**config.mk**
```make
export PLATFORM = sky130hd
export DESIGN_NAME = ogru_cell_upd
export DESIGN_NICKNAME = d
export VERILOG_FILES = /design/src/hw/rtl/ogru_pkg.sv /design/src/hw/rtl/ogru_cell_upd.sv
export SDC_FILE = /design/constraint.sdc
export NUM_CORES = 1
export LEC_CHECK = 0
export ABC_CLOCK_PERIOD_IN_PS = 4200
export BUFFER_PORTS_ARGS = -buffer_cell sky130_fd_sc_hd__buf_2
export CORE_ASPECT_RATIO = 1.4
export CORE_MARGIN = 8
export CORE_UTILIZATION = 27
export DETAILED_ROUTE_END_ITERATION = 10
export HOLD_SLACK_MARGIN = 0.12
export PLACE_DENSITY = 0.59
export SKIP_LAST_GASP = 1
export SLEW_MARGIN = 20
export SYNTH_ARGS = -nofsm -noshare
export SYNTH_HDL_FRONTEND = slang
export SYNTH_SLANG_ARGS = --single-unit
```
**constraint.sdc**
```tcl
create_clock -name i_clk -period 4.2 [get_ports i_clk]
set_input_delay 0.63 -clock i_clk [delete_from_list [all_inputs] [get_ports i_clk]]
set_output_delay 0.63 -clock i_clk [all_outputs]
set_load 0.02 [all_outputs]
```
**src/hw/rtl/ogru_pkg.sv**
```systemverilog
// ogru_pkg: shared types and constants of the occupancy grid ray update block
// item and result structs, state encoding, register indexes and reset values
// no dependencies
package ogru_pkg;

    typedef enum logic [0:0] {
        OP_TRACE = 1'b0,
        OP_READ  = 1'b1
    } t_op;

    typedef struct packed {
        t_op                operation;
        logic signed [11:0] start_x;
        logic signed [11:0] start_y;
        logic signed [11:0] end_x;
        logic signed [11:0] end_y;
    } t_in_item;

    typedef struct packed {
        logic signed [7:0] cell_value;
        logic [12:0]       cells_updated;
        logic [12:0]       cells_outside;
    } t_out_item;

    typedef enum logic [2:0] {
        ST_CLEAR,
        ST_IDLE,
        ST_READ,
        ST_RDOUT,
        ST_HIT,
        ST_WALK,
        ST_DRAIN
    } t_state;

    typedef struct packed {
        logic valid;
        logic hit;
    } t_upd_ctl;

    localparam logic [1:0] REG_HIT_STEP  = 2'd0;
    localparam logic [1:0] REG_MISS_STEP = 2'd1;
    localparam logic [1:0] REG_MAX_ODDS  = 2'd2;
    localparam logic [1:0] REG_MIN_ODDS  = 2'd3;

    localparam logic [6:0]        HIT_STEP_RST  = 7'd10;
    localparam logic [6:0]        MISS_STEP_RST = 7'd3;
    localparam logic [6:0]        MAX_ODDS_RST  = 7'd125;
    localparam logic signed [7:0] MIN_ODDS_RST  = -8'sd127;

    localparam int ERR_W = 15;

endpackage

```
**src/hw/rtl/ogru_cell_upd.sv**
```systemverilog
// ogru_cell_upd: modify and write-back stage of the grid read-modify-write
// saturating hit/miss update with forwarding of a same-cycle write
// depends on ogru_pkg
module ogru_cell_upd #(
    parameter int ADDR_W = 16
) (
    input  logic                     i_clk,
    input  logic                     i_rst_n,
    input  ogru_pkg::t_upd_ctl       i_issue,
    input  logic [ADDR_W-1:0]        i_issue_addr,
    input  logic [7:0]               i_rdata,
    input  logic [6:0]               i_hit_step,
    input  logic [6:0]               i_miss_step,
    input  logic [6:0]               i_max_odds,
    input  logic signed [7:0]        i_min_odds,
    output logic                     o_we,
    output logic [ADDR_W-1:0]        o_waddr,
    output logic [7:0]               o_wdata
);
    import ogru_pkg::*;

    t_upd_ctl          r_ctl;
    logic [ADDR_W-1:0] r_addr;
    logic              r_fwd;
    logic [7:0]        r_fwd_data;

    logic signed [7:0] old_v;
    logic signed [9:0] sum_v;
    logic signed [9:0] diff_v;
    logic [7:0]        new_v;

    always_comb begin
        old_v  = r_fwd ? r_fwd_data : i_rdata;
        sum_v  = {{2{old_v[7]}}, old_v} + $signed({3'b000, i_hit_step});
        diff_v = {{2{old_v[7]}}, old_v} - $signed({3'b000, i_miss_step});
        if (r_ctl.hit) begin
            if (sum_v >= $signed({3'b000, i_max_odds})) begin
                new_v = {1'b0, i_max_odds};
            end else begin
                new_v = sum_v[7:0];
            end
        end else begin
            if (diff_v <= $signed({{2{i_min_odds[7]}}, i_min_odds})) begin
                new_v = i_min_odds;
            end else begin
                new_v = diff_v[7:0];
            end
        end
    end

    assign o_we    = r_ctl.valid;
    assign o_waddr = r_addr;
    assign o_wdata = new_v;

    always_ff @(posedge i_clk) begin
        if (!i_rst_n) begin
            r_ctl <= '0;
            r_fwd <= 1'b0;
        end else begin
            r_ctl <= i_issue;
            r_fwd <= r_ctl.valid && (i_issue_addr == r_addr);
        end
    end

    // payload of the write stage
    always_ff @(posedge i_clk) begin
        r_addr     <= i_issue_addr;
        r_fwd_data <= new_v;
    end

endmodule

```
# Word-level counts from Yosys, hierarchy flattened
# Index checks and enable logic that the tools add are counted.
dict set report totals {
  register_bits 27
  latchBits 0
  ram_bits 0
  mem_bits_ro 0
  input_bits 57
  out_inout_bits 25
  word_cells 15
  n_memories 0
}
dict set report classes {
  addsub 2
  mul 0
  div_mod_pow 0
  n_lt_le_gt_ge 2
  n_eq_ne 1
  shifts 0
  mux 4
  bitwise 0
  n_reduce_logical 1
}
# op count
set ops {}
lappend ops {{8-bit two-way mux} 4}
lappend ops {{16-bit == test} 1}
lappend ops {{8-bit by 8-bit adder with 9-bit output} 1}
lappend ops {{9-bit by 8-bit >= comparator with 1-bit output} 1}
lappend ops {{9-bit by 8-bit less-or-equal comparator with 1-bit output} 1}
lappend ops {{8-bit by 8-bit subtractor with 9-bit output} 1}
lappend ops {{1-bit logical AND} 1}

# Logic depth before layout (Yosys ltp)
# Gate-level depths: netlist of the first run.
dict set report depth {
  word_depth 5
  ltp_mapped 17
  depth_no_buf 16
}

# Worst setup path after synthesis of the first run
# OpenSTA, ideal clock, no wires.
dict set report synth_path {
  kind {in2out}
  start {input i_rdata[0]}
  end {output o_wdata[0]}
  arrival_ns 3.721
  required_time_ns 3.570
  path_slack_ns -0.151
  cell_stages 14
  path_buffers 0
  path_cell_list {mux2i_1 > inv_1 > ha_1 > fa_1 > a21o_1 > a21oi_2 > o21bai_1 > a211oi_1 > a21oi_1 > ha_1 > o2111a_1 > o41ai_4 > mux2i_1 > mux2i_1}
}
dict set report synth_between {
  elab_chain_cells 5
  elab_cells_between_ends 8
  classes_between {add/sub (2); order compare (2); mux (4)}
}
# element line
set synth_rtl {}
lappend synth_rtl {{start, declared} ogru_cell_upd.sv:11} ;# input logic [7:0] i_rdata,
lappend synth_rtl {{8-bit two-way mux *} ogru_cell_upd.sv:33} ;# old_v = r_fwd ? r_fwd_data : i_rdata;
lappend synth_rtl {{8-bit by 8-bit subtractor with 9-bit output / 8-bit by 8-bit adder with 9-bit output (equally long branches)} {ogru_cell_upd.sv:35, ogru_cell_upd.sv:34}}
lappend synth_rtl {{9-bit by 8-bit less-or-equal comparator with 1-bit output / 9-bit by 8-bit >= comparator with 1-bit output (equally long branches)} {ogru_cell_upd.sv:43, ogru_cell_upd.sv:37}}
lappend synth_rtl {{8-bit two-way mux, on equally long branches} {ogru_cell_upd.sv:43, ogru_cell_upd.sv:37}}
lappend synth_rtl {{8-bit two-way mux *} ogru_cell_upd.sv:36} ;# if (r_ctl.hit) begin
lappend synth_rtl {{end, declared} ogru_cell_upd.sv:18} ;# output logic [7:0] o_wdata
# Every way passes the cells marked *; elsewhere a longest branch is shown, timed or not.

# Final worst setup path of the first run
dict set report layout_path {
  start {register r_fwd}
  end {output o_wdata[5]}
}
dict set report layout_between {
  elab_chain_cells 5
  elab_cells_between_ends 8
  classes_between {add/sub (2); order compare (2); mux (4)}
}
# element line
set layout_rtl {}
lappend layout_rtl {{start, declared} ogru_cell_upd.sv:24} ;# logic r_fwd;
lappend layout_rtl {{start signal, assigned} ogru_cell_upd.sv:61} ;# r_fwd <= r_ctl.valid && (i_issue_addr == r_addr);
lappend layout_rtl {{8-bit two-way mux *} ogru_cell_upd.sv:33}
lappend layout_rtl {{8-bit by 8-bit subtractor with 9-bit output / 8-bit by 8-bit adder with 9-bit output (equally long branches)} {ogru_cell_upd.sv:35, ogru_cell_upd.sv:34}}
lappend layout_rtl {{9-bit by 8-bit less-or-equal comparator with 1-bit output / 9-bit by 8-bit >= comparator with 1-bit output (equally long branches)} {ogru_cell_upd.sv:43, ogru_cell_upd.sv:37}}
lappend layout_rtl {{8-bit two-way mux, on equally long branches} {ogru_cell_upd.sv:43, ogru_cell_upd.sv:37}}
lappend layout_rtl {{8-bit two-way mux *} ogru_cell_upd.sv:36}
# Marked as above.

==> results of run 1 <==
## kinds of logic after synthesis
family,Yosys count,share of synthesized area [%]
AO/OA/AOI/OAI,42,14.8
AND/OR/NAND/NOR,34,8.06
adder cells (fa/ha/maj),33,20.7
buffers and inverters,28,5.27
multiplexers,28,13.9
flip-flops,27,26.2
XOR/XNOR,26,11.0
## metrics by stage
step | utilization [%] | cell area (sq um) | total power (W) | hold WS, ns
floorplan | - | 2120 | 0.000580 | 0.535
global placement | 38.7 | 2860 | 0.000736 | 0.471
detailed placement | 38.7 | 2860 | 0.000744 | 0.466
CTS | 41.3 | 3060 | 0.000950 | 0.468
global route | 43.8 | 3240 | 0.00108 | 0.460
finish | 43.8 | 3240 | 0.00101 | 0.473
## registers in the layout, indices dropped and copies added (netlist names)
| register | count |
|---|---|
| o_waddr | 16 |
| o_we | 1 |
| r_ctl | 1 |
| r_fwd | 1 |
| r_fwd_data | 8 |
## Yosys cell counts (2+ instances only)
cell	count	share of area, %
and2_1	2	0.61
xnor2_1	17	7.2
o21ai_1	4	0.97
nor2_1	9	1.6
nor2b_1	3	0.91
o21ai_0	5	1.2
mux2_2	6	3.3
a211oi_1	4	1.5
ha_1	31	19
o21a_1	3	1.1
dfxtp_1	27	26
xor2_1	9	3.8
nor4_1	2	0.61
nand3_1	2	0.48
nand4_1	4	1.2
a21o_1	5	1.8
o22ai_1	2	0.61
inv_1	26	4.7
mux2i_1	22	11
fa_1	2	1.9
a31oi_1	2	0.61
nand2_1	8	1.5
a21oi_1	8	1.9
## worst max-delay path by stage
| stage | to | from | cells past startpoint |
|---|---|---|---|
| after CTS | o_wdata[1] | r_fwd$_SDFF_PN0_ | 15 |
| after global routing | o_wdata[0] | r_fwd$_SDFF_PN0_ | 17 |
| final | o_wdata[5] | r_fwd$_SDFF_PN0_ | 17 |
| after detailed placement | o_wdata[2] | i_rdata[0] | 18 |
| after floorplan | o_wdata[0] | i_rdata[0] | 14 |
| after global placement | o_wdata[2] | i_rdata[0] | 18 |
## power by group through the flow
stage / Clock (W) / Combinational, W / Sequential [W]
finish: 0.000150 / 0.000559 / 0.000299
global route: 0.000167 / 0.000607 / 0.000302
CTS: 0.000157 / 0.000495 / 0.000298
detailed placement: 0 / 0.000440 / 0.000304
global placement: 0 / 0.000433 / 0.000303
floorplan: 0 / 0.000269 / 0.000311
## what timing repair did
action	in CTS	in global routing
setup endpoints to repair	8	8
buffers inserted	4	5
cloned	0	0
pin swaps	12	13
resized for setup	36	25
## critical path, cell delays in order, from the launching register on
cell      delay (ns)
dfxtp_4         0.39
mux2i_4         0.25
buf_6           0.13
inv_4           0.03
ha_4            0.15
fa_2            0.34
a21o_1          0.18
a21oi_2         0.18
o21bai_1        0.09
a211oi_2        0.21
a21oi_2         0.06
ha_1            0.32
o2111a_1        0.17
o41ai_4         0.34
buf_6           0.20
mux2i_4         0.25
mux2i_2         0.10
buf_4           0.19
## metal layers
layer	GRT usage, %	routed length [um]	up-vias
met4	2.51	42	0
met1	11.5	2440	872
met2	19.3	3070	71
li1	-	-	1016
met3	5.47	637	4
met5	0	0	-
## area by class of cell
class                      count  area [sq um]
clock buffer                   4          45.0
fill                         740          4170
sequential                    27           544
inverter                      26           100
multi-input combinational    163          1670
tap                           97           121
timing repair buffer         121           762
==> results_dict.tcl, run 1 <==
set metrics [dict create \
    die_w_um 89.9 \
    r2r_slack_ns 0.69 \
    fin_nets 432 \
    postSynthCellCount 218 \
    crit_fanout 4 \
    p_per_area_nw_per_um2 311 \
    grt_max_degree 15 \
    rsz0062_at_grt "yes" \
    internal_power_w 0.000647 \
    stdcell_count 438 \
    final_cell_mix "buf_2 (72), buf_4 (40), ha_1 (27)" \
    period_share_pct 106 \
    r2r-end "r_fwd_data[5]$_DFF_P_" \
    finalClockSkew_ns 0.00463 \
    vias 1963 \
    clock_latency_ns 0.27 \
    drv_slew 0 \
    swShare_pct 35.8 \
    synth_fp_nets 308 \
    r2r_cells 16 \
    period_minus_slack_ns 4.47 \
    cts-htree-levels 1 \
    routabilityCongestion 0.776 \
    wl_mm 6.19 \
    avgViaCountPerCell 4.48 \
    die_h_um 119 \
    hold_depth 1 \
    path_clk_slew_ns 0.09 \
    hold_path_class "in2reg" \
    peakVddDrop_v 0.000164 \
    ys_warn_count 0 \
    maxCapViolations 0 \
    end_kind "primary output" \
    status "complete, but fails checks" \
    finalWorstSetupSlack_ns -0.269 \
    grt_pass1_wl_mm 9.79 \
    reg2reg_from "r_fwd$_SDFF_PN0_" \
    grt_pass1_vias 2178 \
    avgRoutedWirePerCell_um 14.1 \
    worstPathArrival_ns 3.84 \
    holdPathEnd "o_waddr[5]$_DFF_P_" \
    drc 0 \
    worstMarginPinSlew_ns 0.607 \
    io_buffers 81 \
    path_class "reg2out" \
    synth_edf_count 0 \
    synth-async-reset-ratio_pct 0 \
    cts_hold_buf 0 \
    overflow 0 \
    dp_cells 425 \
    diodes 0 \
    worstHoldStart "i_issue_addr[5]" \
    antenna_found_initial 0 \
    power_switching_w 0.000361 \
    synth-main-ff-cell "dfxtp_1" \
    ios 82 \
    clock_power_share_pct 14.9 \
    grtUsageTotal_pct 11.0 \
    area_growth_pct 57.0 \
    place_hpwl_mm 5.16 \
    p_seq_share_pct 29.7 \
    drt_iter0_markers 52 \
    p_comb_share_pct 55.5 \
    dp_slack_ns -0.486 \
    synth_cell_type_count 38 \
    critPathLaunchType "register" \
    hold_viol_final 0 \
    drive_gt1_share_pct 51.3 \
    firstDrtPassIters 4 \
    core_area_sq_um 7410 \
    final_common_cell "buf_2" \
    syn_area_sq_um 2060 \
    cts_tree "done" \
    fin_tns_setup_ns -1.92 \
    ant_nets 0 \
    fp-row-count 37 \
    clockBufferDepth 2 \
    avgSynthCellArea_sq_um 9.47 \
    violations "negative setup slack" \
    cts_num_sinks 27 \
    clock-root-buffer "clkbuf_8" \
    worstPathRequired_ns 3.57 \
    fmax_mhz 224 \
    cts_buffers 3 \
    dieArea_sq_um 10700 \
    slew_headroom_pct 59.5 \
    ys_seq_elements 27 \
    p_leak_nw 1.57 \
    initial_utilization_pct 27.9 \
    synth_seq_area_share_pct 26.2 \
    setup_viol 8 \
]
Note: power is estimated with default switching activity, not from simulation.
==> run 2: changes to the inputs <==
--- a/config.mk
+++ b/config.mk
@@ -5,14 +5,15 @@
 export SDC_FILE = /design/constraint.sdc
 export NUM_CORES = 1
 export LEC_CHECK = 0
+export ABC_AREA = 1
 export ABC_CLOCK_PERIOD_IN_PS = 4200
-export BUFFER_PORTS_ARGS = -buffer_cell sky130_fd_sc_hd__buf_2
 export CORE_ASPECT_RATIO = 1.4
 export CORE_MARGIN = 8
 export CORE_UTILIZATION = 27
 export DETAILED_ROUTE_END_ITERATION = 10
+export DONT_BUFFER_PORTS = 1
 export HOLD_SLACK_MARGIN = 0.12
-export PLACE_DENSITY = 0.59
+export PLACE_DENSITY = 0.5
 export SKIP_LAST_GASP = 1
 export SLEW_MARGIN = 20
 export SYNTH_ARGS = -nofsm -noshare
==> run 2 against run 1 <==
Net effect:
- the run now ends clean
- flip-flop and latch count unchanged
- count of clock-buffer cells in the layout fell by 1
- setup slack gained 0.41 ns
- highest routed layer unchanged
- cell count is 8.0% higher
- wire length grew 18%
- power down 3.2%
- combinational power down 21%
- critical path depth grew 4
- core utilization is 10 points lower
- via count grew 15%
- largest power group unchanged
- global-route usage up 0.47 points
==> results_dict.tcl, run 2 <==
set metrics [dict create \
    grt_pass1_vias 2254 \
    period_minus_slack_ns 4.06 \
    synthXorXnorAreaFrac_pct 4.36 \
    die_w_um 95.8 \
    drv_slew 0 \
    avgRoutedWirePerCell_um 15.4 \
    vias 2261 \
    routabilityCongestion 0.802 \
    status "finished, final reports clean" \
    clock-root-buffer "clkbuf_16" \
    synth_seq_area_share_pct 22.4 \
    dp_cells 462 \
    synth_fp_nets 446 \
    grtUsageTotal_pct 11.5 \
    rsz0062_at_grt "yes" \
    peakVddDrop_v 0.000243 \
    synth-main-ff-cell "dfxtp_1" \
    antenna_found_initial 0 \
    stdcell_count 473 \
    drt_iter0_markers 77 \
    dp_slack_ns 0.0280 \
    grt_max_degree 17 \
    fmax_mhz 246 \
    busiest_layer "met2" \
    final_cell_mix "nand2_1 (78), inv_1 (67), nand3_1 (29)" \
    overflow 0 \
    dieArea_sq_um 12200 \
    avgViaCountPerCell 4.78 \
    diodes 0 \
    grt_use_met2_pct 20.1 \
    path_class "reg2out" \
    slew_headroom_pct 67.6 \
    grt_pass1_wl_mm 11.0 \
    area_growth_pct 23.0 \
    drive_gt1_share_pct 22.4 \
    yosysMostFrequentCell "nand2_1" \
    r2r-end "r_fwd_data[5]$_DFF_P_" \
    cts_buffers 3 \
    synth_cell_type_count 40 \
    synth-async-reset-ratio_pct 0 \
    avgSynthCellArea_sq_um 6.77 \
    postSynthCellCount 356 \
    reg2reg_from "r_fwd$_SDFF_PN0_" \
    finalWorstSetupSlack_ns 0.140 \
    setup.worst_path.end "o_wdata[5]" \
    finalClockSkew_ns 0.00745 \
    ant_nets 0 \
    clock_latency_ns 0.27 \
    end_kind "primary output" \
    wl_mm 7.28 \
    maxCapViolations 0 \
    firstDrtPassIters 4 \
    synth_top_area_share_pct 22.4 \
    initial_utilization_pct 27.3 \
    ios 82 \
    yosys.area_share.simple_pct 33.4 \
    synth_compound_area_share_pct 9.35 \
    grt_util_met1_pct 11.5 \
    largest_reg_flops 16 \
    syn_area_sq_um 2410 \
    r2r_slack_ns 0.92 \
    hold_path_class "in2reg" \
    cts-htree-levels 1 \
    period_share_pct 96.7 \
    synthAdderAreaFrac_pct 17.8 \
    synth_edf_count 0 \
    hold_viol_final 0 \
    setup_viol 0 \
    critPathLaunchType "register" \
    netlist_top_cells_count "nand2_1 (93), inv_1 (69), nand3_1 (44)" \
    grtUsageMet3_pct 4.10 \
    path_clk_slew_ns 0.07 \
    die_h_um 128 \
    ys_warn_count 0 \
    yosys-top-cells-area "dfxtp_1 (22%), ha_1 (16%), nand2_1 (14%)" \
    crit_start "r_fwd$_SDFF_PN0_" \
    io_buffers 0 \
    synth.largest_area_cell "dfxtp_1" \
    cts_num_sinks 27 \
    r2r_cells 19 \
    postLayoutCoreUtil_pct 33.6 \
    ys_seq_elements 27 \
    cts_tree "done" \
    worstMarginPinSlew_ns 0.485 \
    final_common_cell "nand2_1" \
    power_w 0.000975 \
    place_hpwl_mm 6.27 \
    crit_fanout 8 \
    core_area_sq_um 8820 \
    worstPathArrival_ns 3.43 \
    cts_hold_buf 0 \
    p_per_area_nw_per_um2 329 \
    whs_ns 0.380 \
    worstPathRequired_ns 3.57 \
    synth_top_family_by_area "simple AND/OR/NAND/NOR gates" \
    fin_nets 457 \
    fp-row-count 41 \
    drc 0 \
    p_leak_nw 1.58 \
    synth.area.mux_share_pct 0 \
    clockBufferDepth 2 \
]
run 2: report_power, final:
group | total (W) | internal (W) | leakage [nW] | switching, W
clock network | 0.000224 | 0.000130 | 0.0371 | 0.0000947
logic | 0.000442 | 0.000163 | 1.31 | 0.000278
registers | 0.000309 | 0.000284 | 0.228 | 0.0000252
total | 0.000975 | 0.000577 | 1.58 | 0.000398
run 2: per-stage QoR:
stage	area [sq um]	setup TNS, ns
finish	2960	0
global route	2960	-0.659
CTS	2670	0
detailed placement	2530	0
global placement	2530	0
floorplan	2410	0
run 2: repair_timing:
item / 4_1_cts / 5_1_grt
setup buffers: 0 / 7
setup endpoints to repair: 8 / 8
resized for setup: 17 / 49
pin swaps: 4 / 28
cloned: 0 / 0
run 2: worst min-delay path by stage:
stage / start / to / slack, ns / cells after the start
after global placement: o_we$_SDFF_PN0_ / r_fwd$_SDFF_PN0_ / 0.61 / 2
after CTS: i_issue_addr[0] / o_waddr[0]$_DFF_P_ / 0.38 / 0
after detailed placement: o_we$_SDFF_PN0_ / r_fwd$_SDFF_PN0_ / 0.61 / 2
final: i_issue_addr[0] / o_waddr[0]$_DFF_P_ / 0.38 / 0
after floorplan: o_we$_SDFF_PN0_ / r_fwd$_SDFF_PN0_ / 0.55 / 2
after global routing: i_issue_addr[10] / o_waddr[10]$_DFF_P_ / 0.37 / 0
run 2: final cells by class:
cell class              count  area [sq um]
well taps                 107           134
fillers                   965          5860
inverters                  74           285
flip-flops and latches     27           544
clock inverters             1          7.51
clock buffers               3          75.1
repair buffers              9          83.8
multi-input cells         252          1830
run 2: logic make-up (layout without fill, tap and decap cells):
kind of cell | Yosys count | after routing
AOI/OAI and AO/OA | 33 | 33
xor gates and xnor gates | 12 | 12
adders and majority gates | 33 | 33
buffers and inverters | 77 | 87
DFF | 27 | 27
and+or+nand+nor | 174 | 174
run 2: per-layer routing:
layer	routed length (um)	share of wire, %
met5	0	0
met4	206	2.8
met3	588	8.1
met2	3780	52
met1	2710	37
run 2: critical path, cell delays in order, from the launching register on:
cell	delay, ns
dfxtp_4	0.38
inv_8	0.04
or2_4	0.23
o21ai_4	0.07
ha_4	0.15
inv_2	0.04
fa_2	0.40
nand4_1	0.08
nand3_1	0.09
or2_0	0.23
nand2_1	0.12
inv_2	0.05
ha_4	0.21
a21oi_2	0.14
nor2_1	0.05
nor3_1	0.16
nand2_1	0.13
nand2_4	0.15
nand2_8	0.10
nand2_2	0.07
nand3_1	0.08
nand2_2	0.16
